--- src/hw/rtl/assert_macros.svh ---
// Assertion macros shared by the RTL.
// No dependencies; define NO_ASSERTIONS to compile them out.
`ifndef ASSERT_MACROS_SVH
`define ASSERT_MACROS_SVH

`ifndef NO_ASSERTIONS

// Same-cycle implication, disabled during reset.
`define ASSERT_IMPLIES(label, clk, rst_n, ante, cons) \
  label: assert property (@(posedge clk) disable iff (!(rst_n)) (ante) |-> (cons)) \
    else $error("assertion failed");

// Next-cycle implication, disabled during reset.
`define ASSERT_NEXT(label, clk, rst_n, ante, cons) \
  label: assert property (@(posedge clk) disable iff (!(rst_n)) (ante) |=> (cons)) \
    else $error("assertion failed");

`else

`define ASSERT_IMPLIES(label, clk, rst_n, ante, cons)
`define ASSERT_NEXT(label, clk, rst_n, ante, cons)

`endif

`endif

--- src/hw/rtl/i2p_pkg.sv ---
// Package for the infix to postfix converter: character codes, precedence,
// character classes and the sequencer state type. No dependencies.
package i2p_pkg;

  localparam int I2P_STACK_DEPTH = 32;

  localparam logic [7:0] CH_PLUS   = 8'h2B;
  localparam logic [7:0] CH_MINUS  = 8'h2D;
  localparam logic [7:0] CH_STAR   = 8'h2A;
  localparam logic [7:0] CH_SLASH  = 8'h2F;
  localparam logic [7:0] CH_CARET  = 8'h5E;
  localparam logic [7:0] CH_LPAREN = 8'h28;
  localparam logic [7:0] CH_RPAREN = 8'h29;

  typedef enum logic [1:0] {
    ERR_NONE    = 2'd0,
    ERR_FULL    = 2'd1,
    ERR_UNMATCH = 2'd2,
    ERR_UNKNOWN = 2'd3
  } err_e;

  typedef enum logic [2:0] {
    S_IDLE,
    S_DECODE,
    S_CLOSE,
    S_OPPOP,
    S_FLUSH,
    S_FIN
  } state_e;

  // 0 means not an operator
  function automatic logic [1:0] prec_of(input logic [7:0] c);
    logic [1:0] p;
    case (c) inside
      CH_PLUS, CH_MINUS: p = 2'd1;
      CH_STAR, CH_SLASH: p = 2'd2;
      CH_CARET:          p = 2'd3;
      default:           p = 2'd0;
    endcase
    return p;
  endfunction

  function automatic logic is_alnum(input logic [7:0] c);
    return ((c >= 8'h30) && (c <= 8'h39)) ||
           ((c >= 8'h41) && (c <= 8'h5A)) ||
           ((c >= 8'h61) && (c <= 8'h7A));
  endfunction

endpackage

--- src/hw/rtl/infix_to_postfix_converter.sv ---
// Infix to postfix converter, top level: sequencer, operator stack memory,
// pending result slot and output register. Uses i2p_pkg and assert_macros.svh.
//
// Takes one ASCII character per word and emits the postfix form (shunting
// yard, + - below * / below ^, all left-associative). Each input word gives
// one or more result words; run_last marks the last of them, expr_done marks
// it too when the input word had expr_end set, which also flushes the stack.
// A word that emits nothing still gives one status-only result. Errors
// (stack full, unmatched ')', unknown character) come as status-only results.
// Sequencing: the block takes one word at a time and holds in_stall_o high until
// its last result is in the output register. An alphanumeric, '(' or unknown
// character passes through the decode and finish states; ')' and operators
// also pass through the close or operator-pop state, popping one operator at a
// time, and expr_end adds the flush state to pop the entries left. The stack
// has one read port and the precedence compare pops a single entry per cycle,
// held while the output side stalls. The stack needs no clearing after reset.
`include "assert_macros.svh"

module infix_to_postfix_converter
  import i2p_pkg::*;
#(
  parameter int STACK_DEPTH = I2P_STACK_DEPTH
) (
  input  logic       clk_i,
  input  logic       rst_ni,
  input  logic       in_valid_i,
  output logic       in_stall_o,
  input  logic [7:0] symbol_i,
  input  logic       expr_end_i,
  output logic       out_valid_o,
  input  logic       out_stall_i,
  output logic [7:0] out_symbol_o,
  output logic       has_symbol_o,
  output logic       run_last_o,
  output logic       expr_done_o,
  output logic [1:0] error_code_o
);

  localparam int CNT_W  = $clog2(STACK_DEPTH + 1);
  localparam int ADDR_W = $clog2(STACK_DEPTH);

  state_e state_q, state_d;

  // input word held for the duration of the run
  logic [7:0] sym_q;
  logic       last_q;

  // stack: entries in memory, copy of the top entry in top_q
  logic [7:0]       stack_mem [STACK_DEPTH];
  logic [CNT_W-1:0] cnt_q, cnt_d;
  logic [7:0]       top_q;
  logic [CNT_W-1:0] rd_ptr;

  // pending result: held back until we know whether it is the last one
  logic       pend_v_q, pend_v_d;
  logic [7:0] pend_sym_q;
  logic       pend_has_q;
  err_e       pend_err_q;

  // output register
  logic       out_v_q, out_v_d;
  logic [7:0] out_sym_q;
  logic       out_has_q, out_last_q, out_done_q;
  err_e       out_err_q;

  // sequencer actions
  logic       want_emit, go, push, pop, fin;
  logic [7:0] emit_sym;
  logic       emit_has;
  err_e       emit_err;
  logic       out_free, can_emit, accept, full, empty;
  state_e     after_item;

  assign accept     = in_valid_i && !in_stall_o;
  assign in_stall_o = (state_q != S_IDLE);
  assign full       = (cnt_q == CNT_W'(STACK_DEPTH));
  assign empty      = (cnt_q == '0);
  assign out_free   = !out_v_q || !out_stall_i;
  // a new result only displaces the pending one if the output can take it
  assign can_emit   = !pend_v_q || out_free;
  assign after_item = last_q ? S_FLUSH : S_FIN;
  assign rd_ptr     = cnt_q - CNT_W'(2);

  always_comb begin
    state_d   = state_q;
    want_emit = 1'b0;
    emit_sym  = 8'h00;
    emit_has  = 1'b0;
    emit_err  = ERR_NONE;
    push      = 1'b0;
    pop       = 1'b0;
    fin       = 1'b0;
    go        = 1'b1;
    unique case (state_q)
      S_IDLE: begin
        if (accept) begin
          state_d = S_DECODE;
        end
      end
      S_DECODE: begin
        if (is_alnum(sym_q)) begin
          want_emit = 1'b1;
          emit_sym  = sym_q;
          emit_has  = 1'b1;
          state_d   = after_item;
        end else if (sym_q == CH_LPAREN) begin
          if (full) begin
            want_emit = 1'b1;
            emit_err  = ERR_FULL;
          end else begin
            push = 1'b1;
          end
          state_d = after_item;
        end else if (sym_q == CH_RPAREN) begin
          state_d = S_CLOSE;
        end else if (prec_of(sym_q) != 2'd0) begin
          state_d = S_OPPOP;
        end else begin
          want_emit = 1'b1;
          emit_err  = ERR_UNKNOWN;
          state_d   = after_item;
        end
      end
      S_CLOSE: begin
        if (empty) begin
          want_emit = 1'b1;
          emit_err  = ERR_UNMATCH;
          state_d   = after_item;
        end else if (top_q == CH_LPAREN) begin
          pop     = 1'b1;
          state_d = after_item;
        end else begin
          want_emit = 1'b1;
          emit_sym  = top_q;
          emit_has  = 1'b1;
          pop       = 1'b1;
        end
      end
      S_OPPOP: begin
        // pop while top is an operator of equal or higher precedence
        if (!empty && (prec_of(top_q) != 2'd0) && (prec_of(top_q) >= prec_of(sym_q))) begin
          want_emit = 1'b1;
          emit_sym  = top_q;
          emit_has  = 1'b1;
          pop       = 1'b1;
        end else begin
          if (full) begin
            want_emit = 1'b1;
            emit_err  = ERR_FULL;
          end else begin
            push = 1'b1;
          end
          state_d = after_item;
        end
      end
      S_FLUSH: begin
        if (empty) begin
          state_d = S_FIN;
        end else begin
          // stray '(' is dropped silently
          want_emit = (top_q != CH_LPAREN);
          emit_sym  = top_q;
          emit_has  = 1'b1;
          pop       = 1'b1;
        end
      end
      S_FIN: begin
        fin = out_free;
        if (out_free) begin
          state_d = S_IDLE;
        end
      end
      default: begin
        state_d = S_IDLE;
      end
    endcase

    if (want_emit && !can_emit) begin
      go      = 1'b0;
      push    = 1'b0;
      pop     = 1'b0;
      state_d = state_q;
    end
  end

  // stack count and pending slot
  always_comb begin
    cnt_d = cnt_q;
    if (push) begin
      cnt_d = cnt_q + CNT_W'(1);
    end else if (pop) begin
      cnt_d = cnt_q - CNT_W'(1);
    end
    pend_v_d = pend_v_q;
    if (fin) begin
      pend_v_d = 1'b0;
    end else if (want_emit && go) begin
      pend_v_d = 1'b1;
    end
  end

  // output register: loaded when a pending result is displaced or at the end
  always_comb begin
    out_v_d = out_v_q && out_stall_i;
    if (fin || (want_emit && go && pend_v_q)) begin
      out_v_d = 1'b1;
    end
  end

  always_ff @(posedge clk_i or negedge rst_ni) begin
    if (!rst_ni) begin
      state_q  <= S_IDLE;
      cnt_q    <= '0;
      pend_v_q <= 1'b0;
      out_v_q  <= 1'b0;
    end else begin
      state_q  <= state_d;
      cnt_q    <= cnt_d;
      pend_v_q <= pend_v_d;
      out_v_q  <= out_v_d;
    end
  end

  always_ff @(posedge clk_i) begin
    if (accept) begin
      sym_q  <= symbol_i;
      last_q <= expr_end_i;
    end
    if (want_emit && go) begin
      pend_sym_q <= emit_sym;
      pend_has_q <= emit_has;
      pend_err_q <= emit_err;
    end
    if (fin) begin
      out_sym_q  <= pend_v_q ? pend_sym_q : 8'h00;
      out_has_q  <= pend_v_q && pend_has_q;
      out_err_q  <= pend_v_q ? pend_err_q : ERR_NONE;
      out_last_q <= 1'b1;
      out_done_q <= last_q;
    end else if (want_emit && go && pend_v_q) begin
      out_sym_q  <= pend_sym_q;
      out_has_q  <= pend_has_q;
      out_err_q  <= pend_err_q;
      out_last_q <= 1'b0;
      out_done_q <= 1'b0;
    end
  end

  // stack memory, single write port and one registered read into top_q
  always_ff @(posedge clk_i) begin
    if (push) begin
      stack_mem[cnt_q[ADDR_W-1:0]] <= sym_q;
      top_q                        <= sym_q;
    end else if (pop) begin
      top_q <= stack_mem[rd_ptr[ADDR_W-1:0]];
    end
  end

  assign out_valid_o  = out_v_q;
  assign out_symbol_o = out_sym_q;
  assign has_symbol_o = out_has_q;
  assign run_last_o   = out_last_q;
  assign expr_done_o  = out_done_q;
  assign error_code_o = out_err_q;

  `ASSERT_IMPLIES(a_cnt_range, clk_i, rst_ni, 1'b1, cnt_q <= CNT_W'(STACK_DEPTH))
  `ASSERT_NEXT(a_accept_decode, clk_i, rst_ni, accept, state_q == S_DECODE)
  `ASSERT_NEXT(a_fin_last, clk_i, rst_ni, fin,
               state_q == S_IDLE && out_v_q && out_last_q && !pend_v_q)
  `ASSERT_IMPLIES(a_err_no_sym, clk_i, rst_ni, out_v_q && out_has_q, out_err_q == ERR_NONE)

endmodule
--- config.mk ---
export PLATFORM = sky130hd
export DESIGN_NAME = infix_to_postfix_converter
export DESIGN_NICKNAME = d
export VERILOG_FILES = /design/src/hw/rtl/i2p_pkg.sv /design/src/hw/rtl/infix_to_postfix_converter.sv
export VERILOG_INCLUDE_DIRS = /design/src /design/src/hw/rtl
export SDC_FILE = /design/constraint.sdc
export NUM_CORES = 1
export LEC_CHECK = 0
export ABC_AREA = 1
export BUFFER_PORTS_ARGS = -buffer_cell sky130_fd_sc_hd__buf_2
export CAP_MARGIN = 30
export CELL_PAD_IN_SITES_DETAIL_PLACEMENT = 0
export CELL_PAD_IN_SITES_GLOBAL_PLACEMENT = 1
export CORE_ASPECT_RATIO = 0.6
export CORE_MARGIN = 2
export CORE_UTILIZATION = 42
export DETAILED_ROUTE_END_ITERATION = 6
export MAX_ROUTING_LAYER = met4
export PLACE_DENSITY = 0.7
export SLEW_MARGIN = 25
export SYNTH_ARGS = -nofsm -noshare
export SYNTH_HDL_FRONTEND = slang
export SYNTH_SLANG_ARGS = --single-unit
export TNS_END_PERCENT = 100
--- constraint.sdc ---
create_clock -name clk_i -period 3.4 [get_ports clk_i]
set_clock_uncertainty 0.15 [all_clocks]
set_input_delay 0.34 -clock clk_i [delete_from_list [all_inputs] [get_ports clk_i]]
set_output_delay 0.34 -clock clk_i [all_outputs]
set_load 0.02 [all_outputs]
# == Yosys cells after proc, flatten, opt, wreduce, memory -nomap -nowiden ==
# Memories as Yosys holds them, arrays and structs flattened.
# Cells that the tools add are included.
# word_totals
regBits,52
ram_bits,256
input_bits,13
out_inout_bits,15
wordCells,170
n_memories,1
# memory_table
name,words,word_bits,read_ports,rd_clocked_by_memory_dff,write_ports,line_no,rtl
stack_mem,32,8,1,0,1,infix_to_postfix_converter.sv:49,logic [7:0] stack_mem [STACK_DEPTH];
# classes
add_sub_neg,3
order_cmp,7
n_eq_ne,25
n_mux,82
n_bitwise,1
reduce_logical,36
# op_table
op,n
8-bit by 6-bit == test with 1-bit output (second input constant),11
8-bit two-way mux,10
2-bit two-way mux,21
1-bit two-way mux,32
8-bit one-hot mux with 4 select lines,1
3-bit two-way mux,10
3-bit one-hot mux with 6 select lines,1
8-bit by 7-bit == test with 1-bit output (second input constant),2
8-bit by 7-bit >= comparator with 1-bit output (second input constant),2
8-bit by 7-bit <= comparator with 1-bit output (second input constant),2
6-bit two-way mux,2
1-bit logical AND,11
2-bit nonzero test,5
2-bit OR reduction,5
8-bit by 6-bit >= comparator with 1-bit output (second input constant),1
8-bit by 6-bit <= comparator with 1-bit output (second input constant),1
2-bit != test (second input constant),4
8-bit by 6-bit != test with 1-bit output (second input constant),1
1-bit one-hot mux with 4 select lines,2
6-bit by 1-bit adder with 6-bit output (second input constant),1
3-bit by 2-bit == test with 1-bit output (second input constant),2
3-bit == test (second input constant),2
6-bit == test (second input constant),1
1-bit logical NOT,6
other kinds (13),18

# == Longest topological paths before layout ==
# logic_depth
depth_word,20
ltp_mapped,28
depth_no_buf,26

# == Least setup slack after synthesis ==
# OpenSTA, ideal clock, no wires.
# synth_timing
kind,reg2reg
start,register sym_q[2]
end,register cnt_q[5]
setup_time_ns,0.117
t_arrival_ns,3.488
required_time_ns,3.133
path_slack_ns,-0.355
path_stages_with_launch,27
n_path_buf,1
cell_sequence,edfxtp_1 inv_1 nand2_1 nand2_1 nor3_1 inv_1 nand2_1 ha_1 o21a_1 o21ai_2 inv_2 nand2_2 nand3_2 nand2_2 inv_2 buf_2 ha_1 a21oi_1 nand2_1 nand2_1 nand2_1 a21oi_1 inv_1 nand2_1 nand2_1 nand2_1 nand2_1
# synth_via
elab_chain_len,17
word_cells_on_any_way,48
cone_classes,order compare: 7; eq/ne: 7; mux: 23; reduce/logical: 11
# synth_rtl
item,line_no,rtl
from (decl),infix_to_postfix_converter.sv:45,logic [7:0] sym_q;
from (signal assigned),infix_to_postfix_converter.sv:226,sym_q <= symbol_i;
8-bit by 7-bit == test with 1-bit output or 8-bit by 6-bit == test with 1-bit output (tied branches),"infix_to_postfix_converter.sv:116, infix_to_postfix_converter.sv:141",
2-bit two-way mux or 2-bit OR reduction (tied branches),i2p_pkg.sv:34,case (c) inside
2-bit two-way mux (2 in a row),i2p_pkg.sv:34,
2-bit two-way mux,infix_to_postfix_converter.sv:114,end else if (sym_q == CH_RPAREN) begin
2-bit two-way mux,infix_to_postfix_converter.sv:106,end else if (sym_q == CH_LPAREN) begin
2-bit two-way mux,infix_to_postfix_converter.sv:101,if (is_alnum(sym_q)) begin
2-bit two-way mux,infix_to_postfix_converter.sv:94,unique case (state_q)
2-bit nonzero test,infix_to_postfix_converter.sv:116,end else if (prec_of(sym_q) != 2'd0) begin
1-bit two-way mux,infix_to_postfix_converter.sv:116,
1-bit two-way mux,infix_to_postfix_converter.sv:114,
1-bit two-way mux,infix_to_postfix_converter.sv:106,
1-bit two-way mux,infix_to_postfix_converter.sv:101,
1-bit one-hot mux with 4 select lines,infix_to_postfix_converter.sv:94,
1-bit logical AND,infix_to_postfix_converter.sv:178,if (want_emit && !can_emit) begin
1-bit two-way mux,infix_to_postfix_converter.sv:178,
6-bit two-way mux or 2-bit nonzero test (tied branches),-,
to (signal assigned),infix_to_postfix_converter.sv:218,cnt_q <= cnt_d;
to (decl),infix_to_postfix_converter.sv:50,"logic [CNT_W-1:0] cnt_q, cnt_d;"
# Several ways; a longest one is shown, not always the timed one. The select of a mux whose other input is x is not followed.
# A chain may end at the register's enable or synchronous reset.

# == Worst setup path after layout ==
# layout_timing
start,register sym_q[5]
end,"register pend_sym_q[2], data pin"
# layout_via
elab_chain_len,9
word_cells_on_any_way,27
cone_classes,order compare: 7; eq/ne: 5; mux: 7; reduce/logical: 8
# layout_rtl
item,line_no,rtl
8-bit by 7-bit == test with 1-bit output or 8-bit by 6-bit == test with 1-bit output (tied branches),infix_to_postfix_converter.sv:141,if (!empty && (prec_of(top_q) != 2'd0) && (prec_of(top_q) >= prec_of(sym_q))) begin
2-bit two-way mux or 2-bit OR reduction (tied branches),i2p_pkg.sv:34,
2-bit two-way mux (2 in a row),i2p_pkg.sv:34,
2-bit two-way mux,infix_to_postfix_converter.sv:94,
2-bit >= comparator,infix_to_postfix_converter.sv:141,
1-bit logical AND,infix_to_postfix_converter.sv:141,
8-bit two-way mux,infix_to_postfix_converter.sv:141,
8-bit one-hot mux with 4 select lines (*),infix_to_postfix_converter.sv:94,
net emit_sym[2],infix_to_postfix_converter.sv:68,logic [7:0] emit_sym;
to (signal assigned),infix_to_postfix_converter.sv:230,pend_sym_q <= emit_sym;
to (decl),infix_to_postfix_converter.sv:56,logic [7:0] pend_sym_q;
# The timed path passes the listed nets; every way through them passes the cells marked *. The select of a mux whose other input is x is not followed.

==> impl_metrics.py <==
metrics = {
    "setup_path": {
        "r2r_slack_ns": 0.19,
        "crit_path_max_fanout": 35,
        "crit_path_start_kind": "flip-flop",
        "required_ns": 3.48,
        "crit_type": "flip-flop to flip-flop",
        "r2r_cells": 9,
        "critPathCaptureType": "flip-flop",
        "cp.arrival_ns": 3.29,
    },
    "drt": {
        "wl_um": 34140,
        "drcViolationCount": 0,
        "postRouteAntennaNets": 0,
        "firstDrtPassIters": 5,
        "wl_per_cell_um": 21.68,
        "vias": 8530,
        "via_per_inst": 5.416,
        "drt_iter0_drc": 966,
    },
    "hold_path": {
        "hp-class": "input pin to async pin",
    },
    "clock_network": {
        "htreeDepth": 1,
        "numCtsBuffers": 28,
        "cts_tree": "done",
        "clock_sinks": 308,
        "cts_root_buf": "clkbuf_16",
        "cts.path.max_buffers": 3,
        "insertion_delay_ns": 0.55,
        "clk_pin_slew_worst_paths_ns": 0.06,
    },
    "sta": {
        "slew_headroom_pct": 37.77,
        "slew_violations": 0,
        "timing.final.crit_share_pct": 94.33,
        "fmax_mhz": 311.8,
        "tightestPinTransition_ns": 0.9238,
        "rsz0062_at_grt": "true",
        "hold_viol_final": 0,
        "setup_viol": 0,
        "period_needed_ns": 3.207,
    },
    "global_routing": {
        "grt_pass1_wl_um": 51380,
        "antenna_found_initial": 0,
        "grt_remaining_overflow": 0,
        "grt_max_degree": 36,
        "grt_pass1_vias": 8039,
        "grt_usage_pct": 22.24,
    },
    "final_layout": {
        "nFillCells": 2658,
        "n_antenna_cell": 0,
        "drive_above_1_share_pct": 16.71,
        "area_delta_synth_final_pct": 17.22,
        "fin_cells": 1575,
        "final_nets": 1167,
    },
    "place": {
        "dpl.hpwl_um": 23060,
        "port_buffers": 27,
        "gp_congestion": 0.9122,
        "placed_cells": 1510,
    },
    "synthesis": {
        "synth_most_common_cell": "edfxtp_1",
        "syn_area_per_cell_um2": 12.34,
        "synth_edf_count": 296,
        "syn_area_um2": 12730,
        "synth_nets": 1053,
        "ys_warn_count": 0,
        "syn_inst": 1032,
        "synth_ff_type": "edfxtp_1",
        "yosysTopAreaCell": "edfxtp_1",
        "yosysTopAreaCellShare_pct": 69.80,
        "yosysSeqAreaShare_pct": 72.12,
        "ys_types": 46,
        "synth_common_cells": "edfxtp_1 (296), nand2_1 (262), nand3_1 (70)",
        "synth_area_leaders": "edfxtp_1 (70%), nand2_1 (7.7%), nand3_1 (2.8%)",
        "async_flop_share_pct": 3.571,
        "ys_ff_latch": 308,
    },
    "floorplanning": {
        "die_y_um": 138.9,
        "core_area_um2": 29920,
        "row_count": 49,
        "initial_core_util_pct": 42.56,
        "ios": 28,
        "dieArea_um2": 31780,
        "die_x_um": 228.8,
    },
    "power_and_ir_drop": {
        "netSwitchingFraction_pct": 39.68,
        "power.total_w": 0.01355,
        "power.internal_w": 0.008176,
        "netSwitchingPower_w": 0.005377,
        "comb_power_share_pct": 40.2,
        "clock_power_share_pct": 23.6,
        "p_per_area_nw_per_um2": 907.9,
        "peakVddDrop_v": 0.0005663,
        "leakagePower_nw": 5.434,
        "seqPwrFrac_pct": 36.2,
    },
    "job": {
        "cap_violations": 0,
    },
    "run_status": {
        "status": "finished clean",
    },
}
==> critical path, cell delays in order (launching register included) <==
cell and delay, ns:
edfxtp_1 0.38, buf_4 0.46, nand2_1 0.10, nand2_1 0.07, nand2_1 0.05, nor2_1 0.15
nand3_1 0.16, nor2_1 0.30, inv_1 0.26, o21ai_0 0.79
==> through the flow <==
step	TNS [ns]	hold WS, ns	util (%)	setup WS (ns)	cell area, um^2
6_report	0	0.07818	49.90	0.1927	14930
5_1_grt	-0.2856	0.1025	49.90	-0.08155	14930
4_1_cts	0	0.02391	49.64	0.1707	14850
3_5_place_dp	0	0.1050	46.23	0.1803	13830
3_3_place_gp	0	0.1118	46.23	0.2043	13830
2_1_floorplan	-0.04755	-0.1056	-	-0.04573	12770
==> registers in the layout (all words and copies together) (netlist names), 2 cells and up <==
register and count:
error_code_o 2, pend_sym_q 8, sym_q 8, cnt_q 6
out_symbol_o 8, top_q 8, pend_err_q 2, state_q 3
stack_mem 256
==> worst paths after layout <==
kind,startpoint,endpoint
max,sym_q[5]$_DFFE_PP_,pend_sym_q[2]$_DFFE_PP_
max reg2reg,sym_q[5]$_DFFE_PP_,pend_sym_q[2]$_DFFE_PP_
min in group clk_i,out_stall_i,out_valid_o$_DFF_PN0_
max in group asynchronous,rst_ni,cnt_q[4]$_DFFE_PN0P_
min reg2reg,run_last_o$_SDFFE_PP1P_,run_last_o$_SDFFE_PP1P_
min,rst_ni,cnt_q[3]$_DFFE_PN0P_
==> per-layer routing <==
metal / GRT usage [%] / wire length, um / part of all wire (%) / up-vias
met4: 2.768 / 367 / 1.1 / 0
met1: 36.73 / 17500 / 51 / 4253
li1: - / - / - / 3920
met3: 5.243 / 3208 / 9.4 / 33
met5: - / 0 / 0 / -
met2: 27.74 / 13070 / 38 / 324
==> cell type report <==
| cell class | count | area (um^2) | area share [%] |
|---|---|---|---|
| tap | 408 | 510.5 | 3.420 |
| sequential | 308 | 9184 | 61.52 |
| multi-input combinational | 606 | 3085 | 20.67 |
| clock buffer | 35 | 726.9 | 4.870 |
| timing repair buffer | 125 | 940.9 | 6.303 |
| clock inverter | 16 | 191.4 | 1.282 |
| inverter | 77 | 289.0 | 1.936 |
==> power groups by stage <==
stage	Sequential [W]	Clock (W)	Combinational (W)
floorplan	0.00514	0	0.00301
global placement	0.00496	0	0.00528
detailed placement	0.00498	0	0.00529
CTS	0.00490	0.00323	0.00533
global route	0.00494	0.00337	0.00591
finish	0.00490	0.00319	0.00545
==> cells in the final DEF (no fill, tap or decap), types with 6 or more instances in the layout <==
cell type      count
nor3_1             9
nand2_2            7
inv_2             14
nand4_1           38
o22ai_1            8
buf_2             27
clkinv_1           6
nand2_1          259
o21ai_0           25
clkbuf_16         28
buf_4             84
dfrtp_1           11
a22oi_1           38
dlygate4sd3_1     10
nor2_1            65
ha_1               6
inv_1             62
o21ai_1           10
clkbuf_1           7
o211ai_1           8
nand3_1           70
edfxtp_1         296
a21oi_1           25
==> logic make-up (layout without fill, tap and decap cells) <==
group	after synthesis	after routing	synth area share (%)
adder cells (fa/ha/maj)	8	8	0.8449
AO/OA/AOI/OAI	132	132	6.544
AND/OR/NAND/NOR	462	462	15.75
XOR/XNOR	4	4	0.4815
buffers and inverters	118	253	4.264
flip-flops	308	308	72.12
==> timing repair <==
item | 4_1_cts | 5_1_grt
resized for setup | 0 | 14
hold buffers | 10 | 0
setup buffers | 0 | 4
hold endpoints to repair | 20 | 0
setup endpoints to repair | 0 | 30
Power figures use the tool's default switching activity.
